[src/lattice_site_grid_binner_core_assert.svh]
// ----------------------------------------------------------------------------
// lattice_site_grid_binner_core_assert.svh
// Assertion macros used by the grid binner core. The module that uses them
// provides signals named clk and arst_n.
// ----------------------------------------------------------------------------
`ifndef LATTICE_SITE_GRID_BINNER_CORE_ASSERT_SVH
`define LATTICE_SITE_GRID_BINNER_CORE_ASSERT_SVH

// Same-cycle implication, masked during reset
`define LSGB_ASSERT_IMP(lbl, ante, cons) \
	lbl: assert property (@(posedge clk) disable iff (!arst_n) (ante) |-> (cons)) \
		else $error("lattice_site_grid_binner_core: check failed");

// Next-cycle implication, masked during reset
`define LSGB_ASSERT_NXT(lbl, ante, cons) \
	lbl: assert property (@(posedge clk) disable iff (!arst_n) (ante) |=> (cons)) \
		else $error("lattice_site_grid_binner_core: check failed");

`endif

[src/lsgb_pkg.sv]
// ----------------------------------------------------------------------------
// lsgb_pkg
// Types and constants of the lattice site grid binner.
// ----------------------------------------------------------------------------
package lsgb_pkg;

	// Result status codes
	typedef enum logic [2:0] {
		ST_OK          = 3'd0,
		ST_OFF_GRID    = 3'd1,
		ST_OFF_LATTICE = 3'd2,
		ST_RANGE       = 3'd3,
		ST_COLLISION   = 3'd4,
		ST_FAILED      = 3'd5
	} status_t;

	// Configuration register indexes
	typedef enum logic [2:0] {
		CFG_SCALE_IN_PLANE = 3'd0,
		CFG_SCALE_VERTICAL = 3'd1,
		CFG_GRID_DIM_X     = 3'd2,
		CFG_GRID_DIM_Y     = 3'd3,
		CFG_GRID_DIM_Z     = 3'd4
	} cfg_idx_t;

	// Request actions
	localparam logic ACTION_CLEAR = 1'b0;
	localparam logic ACTION_PLACE = 1'b1;

	// Register reset values
	localparam logic [23:0] SCALE_RESET = 24'd65536;
	localparam logic [10:0] DIM_RESET   = 11'd1;

	// Quarter-cell tolerance on the Q.32 fraction
	localparam logic [31:0] FRAC_QUARTER = 32'h4000_0000;
	localparam logic [31:0] FRAC_THREE_Q = 32'hC000_0000;

	// Coordinate range after rounding
	localparam logic signed [26:0] COORD_MIN = -27'sd32768;
	localparam logic signed [26:0] COORD_MAX = 27'sd32767;

	// Magnitude width seen by the remainder unit
	localparam int unsigned MAG_W = 16;
	localparam int unsigned MAG_CW = $clog2(MAG_W);

	typedef struct packed {
		logic               action;
		logic signed [31:0] pos_x;
		logic signed [31:0] pos_y;
		logic signed [31:0] pos_z;
	} in_item_t;

	typedef struct packed {
		logic        [15:0] site_number;
		logic signed [15:0] coord_i;
		logic signed [15:0] coord_j;
		logic signed [15:0] coord_k;
		logic        [15:0] cell_index;
		status_t            status;
	} out_item_t;

	// Request to a remainder lane
	typedef struct packed {
		logic             start;
		logic             neg;
		logic [MAG_W-1:0] mag;
		logic [10:0]      modulus;
	} mod_req_t;

	// Sequencer states
	typedef enum logic [3:0] {
		S_CLR,
		S_IDLE,
		S_ABS,
		S_MUL,
		S_RND,
		S_CHK,
		S_WRAP,
		S_IX1,
		S_IX2,
		S_RD,
		S_COL,
		S_FIN,
		S_CFIN
	} state_t;

endpackage

[src/lsgb_mod.sv]
// ----------------------------------------------------------------------------
// lsgb_mod
// Bit-serial remainder lane: wraps a signed coordinate into 0..n-1,
// one dividend bit per cycle.
// ----------------------------------------------------------------------------
module lsgb_mod (
	input  logic              clk,
	input  logic              arst_n,
	input  lsgb_pkg::mod_req_t req,
	output logic              done,
	output logic [10:0]       rem
);

	logic                          busy_q;
	logic                          done_q;
	logic [lsgb_pkg::MAG_CW-1:0]   cnt_q;
	logic [lsgb_pkg::MAG_W-1:0]    dvd_q;
	logic [10:0]                   rem_q;
	logic [10:0]                   n_q;
	logic                          neg_q;
	logic [11:0]                   trial;
	logic [11:0]                   trial_sub;
	logic [10:0]                   rem_nx;

	// One restoring step
	always_comb begin
		trial     = {rem_q, dvd_q[lsgb_pkg::MAG_W-1]};
		trial_sub = trial - {1'b0, n_q};
		if (trial >= {1'b0, n_q}) begin
			rem_nx = trial_sub[10:0];
		end else begin
			rem_nx = trial[10:0];
		end
	end

	// Control
	always_ff @(posedge clk or negedge arst_n) begin
		if (!arst_n) begin
			busy_q <= 1'b0;
			done_q <= 1'b0;
			cnt_q  <= '0;
		end else if (req.start) begin
			busy_q <= 1'b1;
			done_q <= 1'b0;
			cnt_q  <= '0;
		end else if (busy_q) begin
			cnt_q <= cnt_q + 1'b1;
			if (cnt_q == lsgb_pkg::MAG_CW'(lsgb_pkg::MAG_W - 1)) begin
				busy_q <= 1'b0;
				done_q <= 1'b1;
			end
		end
	end

	// Datapath
	always_ff @(posedge clk) begin
		if (req.start) begin
			dvd_q <= req.mag;
			rem_q <= '0;
			n_q   <= req.modulus;
			neg_q <= req.neg;
		end else if (busy_q) begin
			rem_q <= rem_nx;
			dvd_q <= {dvd_q[lsgb_pkg::MAG_W-2:0], 1'b0};
		end
	end

	// Fold negative values back into range
	assign rem  = (neg_q && rem_q != 11'd0) ? (n_q - rem_q) : rem_q;
	assign done = done_q;

endmodule

[config.mk]
export PLATFORM = sky130hd
export DESIGN_NAME = lsgb_mod
export DESIGN_NICKNAME = d
export VERILOG_FILES = /design/src/lattice_site_grid_binner_core_assert.svh /design/src/lsgb_pkg.sv /design/src/lsgb_mod.sv
export SDC_FILE = /design/constraint.sdc
export NUM_CORES = 1
export LEC_CHECK = 0
export BUFFER_PORTS_ARGS = -buffer_cell sky130_fd_sc_hd__buf_2
export CORE_MARGIN = 4
export CORE_UTILIZATION = 50
export DETAILED_ROUTE_END_ITERATION = 16
export PLACE_DENSITY = 0.76
export SLEW_MARGIN = 20
export SYNTH_ARGS = -nofsm -noshare
export SYNTH_HDL_FRONTEND = slang
export SYNTH_SLANG_ARGS = --single-unit
export TNS_END_PERCENT = 30
[constraint.sdc]
create_clock -name clk -period 2.75 [get_ports clk]
set_input_delay 0.275 -clock clk [delete_from_list [all_inputs] [get_ports clk]]
set_output_delay 0.275 -clock clk [all_outputs]
set_load 0.01 [all_outputs]
; Word level (Yosys, flattened, before mapping)
; Index checks and enable logic that the tools add are counted.
[totals]
elab_cells = 29
mem_count = 0
ramBits = 0
latch_bits = 0
romBits = 0
register_bits = 45
inputBits = 31
[op_classes]
magnitude_cmp = 1
reduce_logical = 5
div_mod_pow = 0
mul = 0
eq_ne = 1
bitwise = 0
muxes = 12
addsub = 3
shift = 0
[ops]
columns = operator, count
row1 = $mux 16, 2
row2 = $mux 11, 2
row3 = $sub 11x11->11, 2
row4 = $ge 12x11->1, 1
row5 = $reduce_bool 11->1, 1
row6 = $mux 4, 2
row7 = $mux 1, 6
row8 = $add 4x1->4 const B, 1
row9 = $eq 4x4->1 const B, 1
row10 = $reduce_bool 2->1, 2
row11 = $reduce_and 2->1, 1
row12 = $logic_and 1x1->1, 1

; Depth between registers and ports, before layout
[logic_depth]
depth_word = 4
ltp_mapped = 10
depth_no_buf = 10

; Least setup slack after synthesis
; OpenSTA, ideal clock, no wires.
[synth_path]
path_kind = register to output
start = register n_q[1]
end = output port rem[7]
required_time_ns = 2.475
path_stages_with_launch = 8
path_buffers = 0
path_slack_ns = 0.302
t_arrival_ns = 2.173
cell_sequence = edfxtp_1 -> ha_1 -> nor2b_1 -> o21ai_0 -> a21oi_1 -> or4_1 -> and3_1 -> o31ai_1
[synth_between]
elab_chain_cells = 2
[synth_lines]
columns = element, line
row1 = "start, declared", lsgb_mod.sv:19  ; logic [10:0] n_q;
row2 = "start signal, assigned", lsgb_mod.sv:60  ; n_q <= req.modulus;
row3 = $sub 11x11->11, lsgb_mod.sv:69  ; assign rem = (neg_q && rem_q != 11'd0) ? (n_q - rem_q) : rem_q;
row4 = $mux 11, lsgb_mod.sv:69
row5 = "end, declared", lsgb_mod.sv:11  ; output logic [10:0] rem
; Every way passes these cells.

; Final worst setup path
[layout_path]
start = register n_q[0]
end = output port rem[10]
; The elaborated chain is that of the path after synthesis.

==> summary.md <==
| Metric | Value |
|---|---|
| Cell leakage power | `approximately 1.6 nW` |
| Die Y | `around 86 um` |
| WL final | `roughly 7300 um` |
| Layout area overhead | `18.4%` |
| Req. time, crit path | `2480 ps` |
| Worst vdd ir | `roughly 0.54 mV` |
| Starting DRC count in detailed routing | `152` |
| Root buf cell | `clkbuf_8` |
| TritonCTS buffer count | `5` |
| Ys flop type | `edfxtp_1` |
| Share of the synthesized area in the top cell type | `0.276` |
| Vias/cell | `between 5 and 6` |
| PortBufs | `42` |
| Ys Warns | `0` |
| Slew Limit Headroom | `0.472` |
| Rows | `28` |
| Setup Total Neg Slack | `-188 ps` |
| Power Dens Cells | `between 900 and 1000 nW/um^2` |
| Worst stage delay on the critical path | `around 400 ps` |
| Post-Syn Area | `between 3000 and 4000 um^2` |
| DRT Pass-1 Iters | `4` |
| Failing checks | `setup timing` |
| Post-DP HPWL | `5190 um` |
| Top cells by area, synth | `edfxtp_1 28%, ha_1 9.0%, dfxtp_1 7.2%` |
| Crit path capture type | `primary output` |
| Total gr overflow | `0` |
| Place WS | `around 54 ps` |
| Cell chain of the critical path | `inv_1, ha_2, inv_2, fa_2, a211oi_4, o21ai_1, a21o_1, o21a_1, mux2i_1, xnor2_1, buf_2` |
| Post-route ant nets | `0` |
| Seq/Total Area, Yosys | `0.398` |
| WL per Instance | `about 16 um` |
| Gr usage total | `0.199` |
| CTS tree | `built` |
| Worst hold-check path type | `input port to register` |
| Number of synthesized register bits | `between 40 and 50` |
| Arrival time worst endpoint | `approximately 2600 ps` |
| Fill cell count | `between 400 and 500` |
| Final total power | `0.00345 W` |
| Worst-margin pin slew | `~790 ps` |
| Ratio of cells with drive above 1 in the final layout | `0.281` |
| Initial antenna violation count | `0` |
| Nets | `approximately 420` |
| Reported max-cap violation count | `0` |
| Final Slew Violations | `0` |
| DRC | `0` |
| Clk slew on worst S/H paths | `about 100 ps` |
| Final Util | `0.609` |
| Core Region | `slightly below 6000 um^2` |
| Slack of the critical path | `-96.6 ps` |
| Post-Place Cells | `approximately 430` |
| Asr flop ratio synth | `0.133` |
| Fmax | `351 MHz` |
| Final min period | `2850 ps` |
| Critical path class | `register to primary output` |
| Max Root-Sink Buffers | `2` |
| Syn Inst Count | `314` |
| Boundary Pins | `43` |
| Status | `finished, violations left` |
| Final setup violation count | `2` |
| Worst setup SP type | `register` |
| ANT cells | `0` |
| Synthesized area per cell | `approximately 9.7 um^2` |
| Mapped Nets | `369` |
| Vias in the first global route | `roughly 2500` |
| Largest net degree at the start of global routing | `slightly above 40` |
| Worst Skew | `11.4 ps` |
| RSZ-0062 raised after global routing | `yes` |
| RePlAce Congestion | `0.904` |
| Hold Violations, Final | `0` |
| Skew-Pair Late Insertion Delay | `around 300 ps` |
| Via count | `approximately 2600` |
| Period utilisation layout | `1.04` |
| Yosys cell types | `55` |
| Clock sink total | `45` |
| Post-synth EDFFs | `28` |
| H-Tree Depth | `2` |
| First-pass GRT wire length | `about 12000 um` |
| Post-synth top area cell | `edfxtp_1` |
| Initial Util | `0.514` |
| Slowest CP cell | `edfxtp_1` |
| Overall die width | `86.0 um` |
| Die area | `between 7000 and 8000 um^2` |
| CP Max Fanout | `2` |
| Final cell count without fillers | `about 440` |
[report_power, final]
group	switching (W)	leakage [nW]	internal [W]
clock network	0.000253	0.0591	0.000278
registers	0.000122	0.456	0.000835
logic	0.00110	1.04	0.000863
total	0.00147	1.56	0.00198
[layer usage]
layer  vias up  part of all wire  track usage
met3        12             0.054       0.0451
met5         -                 0            0
li1       1276                 -            -
met4         0             0.018       0.0518
met1      1245              0.42        0.253
met2        80              0.51        0.339
[critical path, delay by kind of cell (launching register included)]
kind            cells  cell delay, ps
flops               1             400
compound gates      4             750
fa+ha+maj           2             550
mux                 1             180
xor+xnor            1             130
buf+inv             3             250
[cell type report]
cell class                 count  area [um^2]  share of cell area
multi-input combinational    231         1760               0.488
sequential                    45         1210               0.337
timing repair buffer          57          325              0.0902
inverter                      26         97.6              0.0271
tap                           75         93.8              0.0260
clock buffer                   5         68.8              0.0191
clock inverter                 3         47.5              0.0132
[registers in the layout, summed over array words and instances, names as in the netlist]
| register | cells |
|---|---|
| done | 1 |
| dvd_q | 16 |
| cnt_q | 4 |
| n_q | 11 |
| neg_q | 1 |
| busy_q | 1 |
| rem_q | 11 |
[Yosys cell counts (3+ instances only)]
library cell	instances
or4_1	3
o21ai_0	17
clkbuf_1	8
dfxtp_1	11
o21a_1	5
o21bai_1	3
o31ai_1	4
a211o_1	3
and2_1	4
dfrtp_1	6
inv_1	26
xor2_1	10
a211oi_1	6
nor4_1	5
mux2_2	15
nand4_1	3
a21oi_1	11
nand3_1	11
xnor2_1	5
nor2_1	24
nor3_1	6
nor3b_1	3
ha_1	22
a21o_1	7
nor2b_1	3
nand2_1	22
edfxtp_1	28
a311oi_1	7
[repair_timing]
action	4_1_cts	5_1_grt
buffers inserted	4	4
gates resized for setup	8	17
hold buffers	1	0
endpoints found under the setup margin	5	13
hold endpoints to repair	6	0
pin swaps	3	13
[layout by cell type (no fill, tap or decap), types with 6 or more instances in the layout]
master / n
a21o_1: 7
a21oi_1: 9
a311oi_1: 7
buf_2: 42
buf_4: 14
dfrtp_1: 6
dfxtp_1: 8
edfxtp_1: 28
ha_1: 21
inv_1: 24
mux2_2: 15
nand2_1: 21
nand3_1: 11
nor2_1: 24
nor3_1: 6
o21ai_0: 14
xor2_1: 10
[cells by family after synthesis]
group           after synthesis  synth area share
compound gates               81             0.191
mux                          17            0.0620
simple gates                 94             0.153
xor+xnor                     15            0.0431
buf+inv                      38            0.0497
flops                        45             0.398
fa+ha+maj                    24             0.104
[worst paths after layout]
kind                         from       end  slack, ps  depth (start not counted)
setup reg to reg           n_q[0]  rem_q[7]         80                         10
max in group asynchronous  arst_n  cnt_q[2]       2310                          2
min in group asynchronous  arst_n      done        310                          2
hold reg to reg              done      done        520                          2
setup / recovery           n_q[0]   rem[10]       -100                         11
hold / removal             req[4]    n_q[4]        140                          1
[stage by stage]
stage                     area, um^2  hold slack (ps)
after floorplan                 3050            -20.6
after global placement          3340              102
after detailed placement        3340              103
after CTS                       3510              134
after global routing            3610              129
final                           3610              137
No activity file was read; power rests on OpenSTA's default activity.
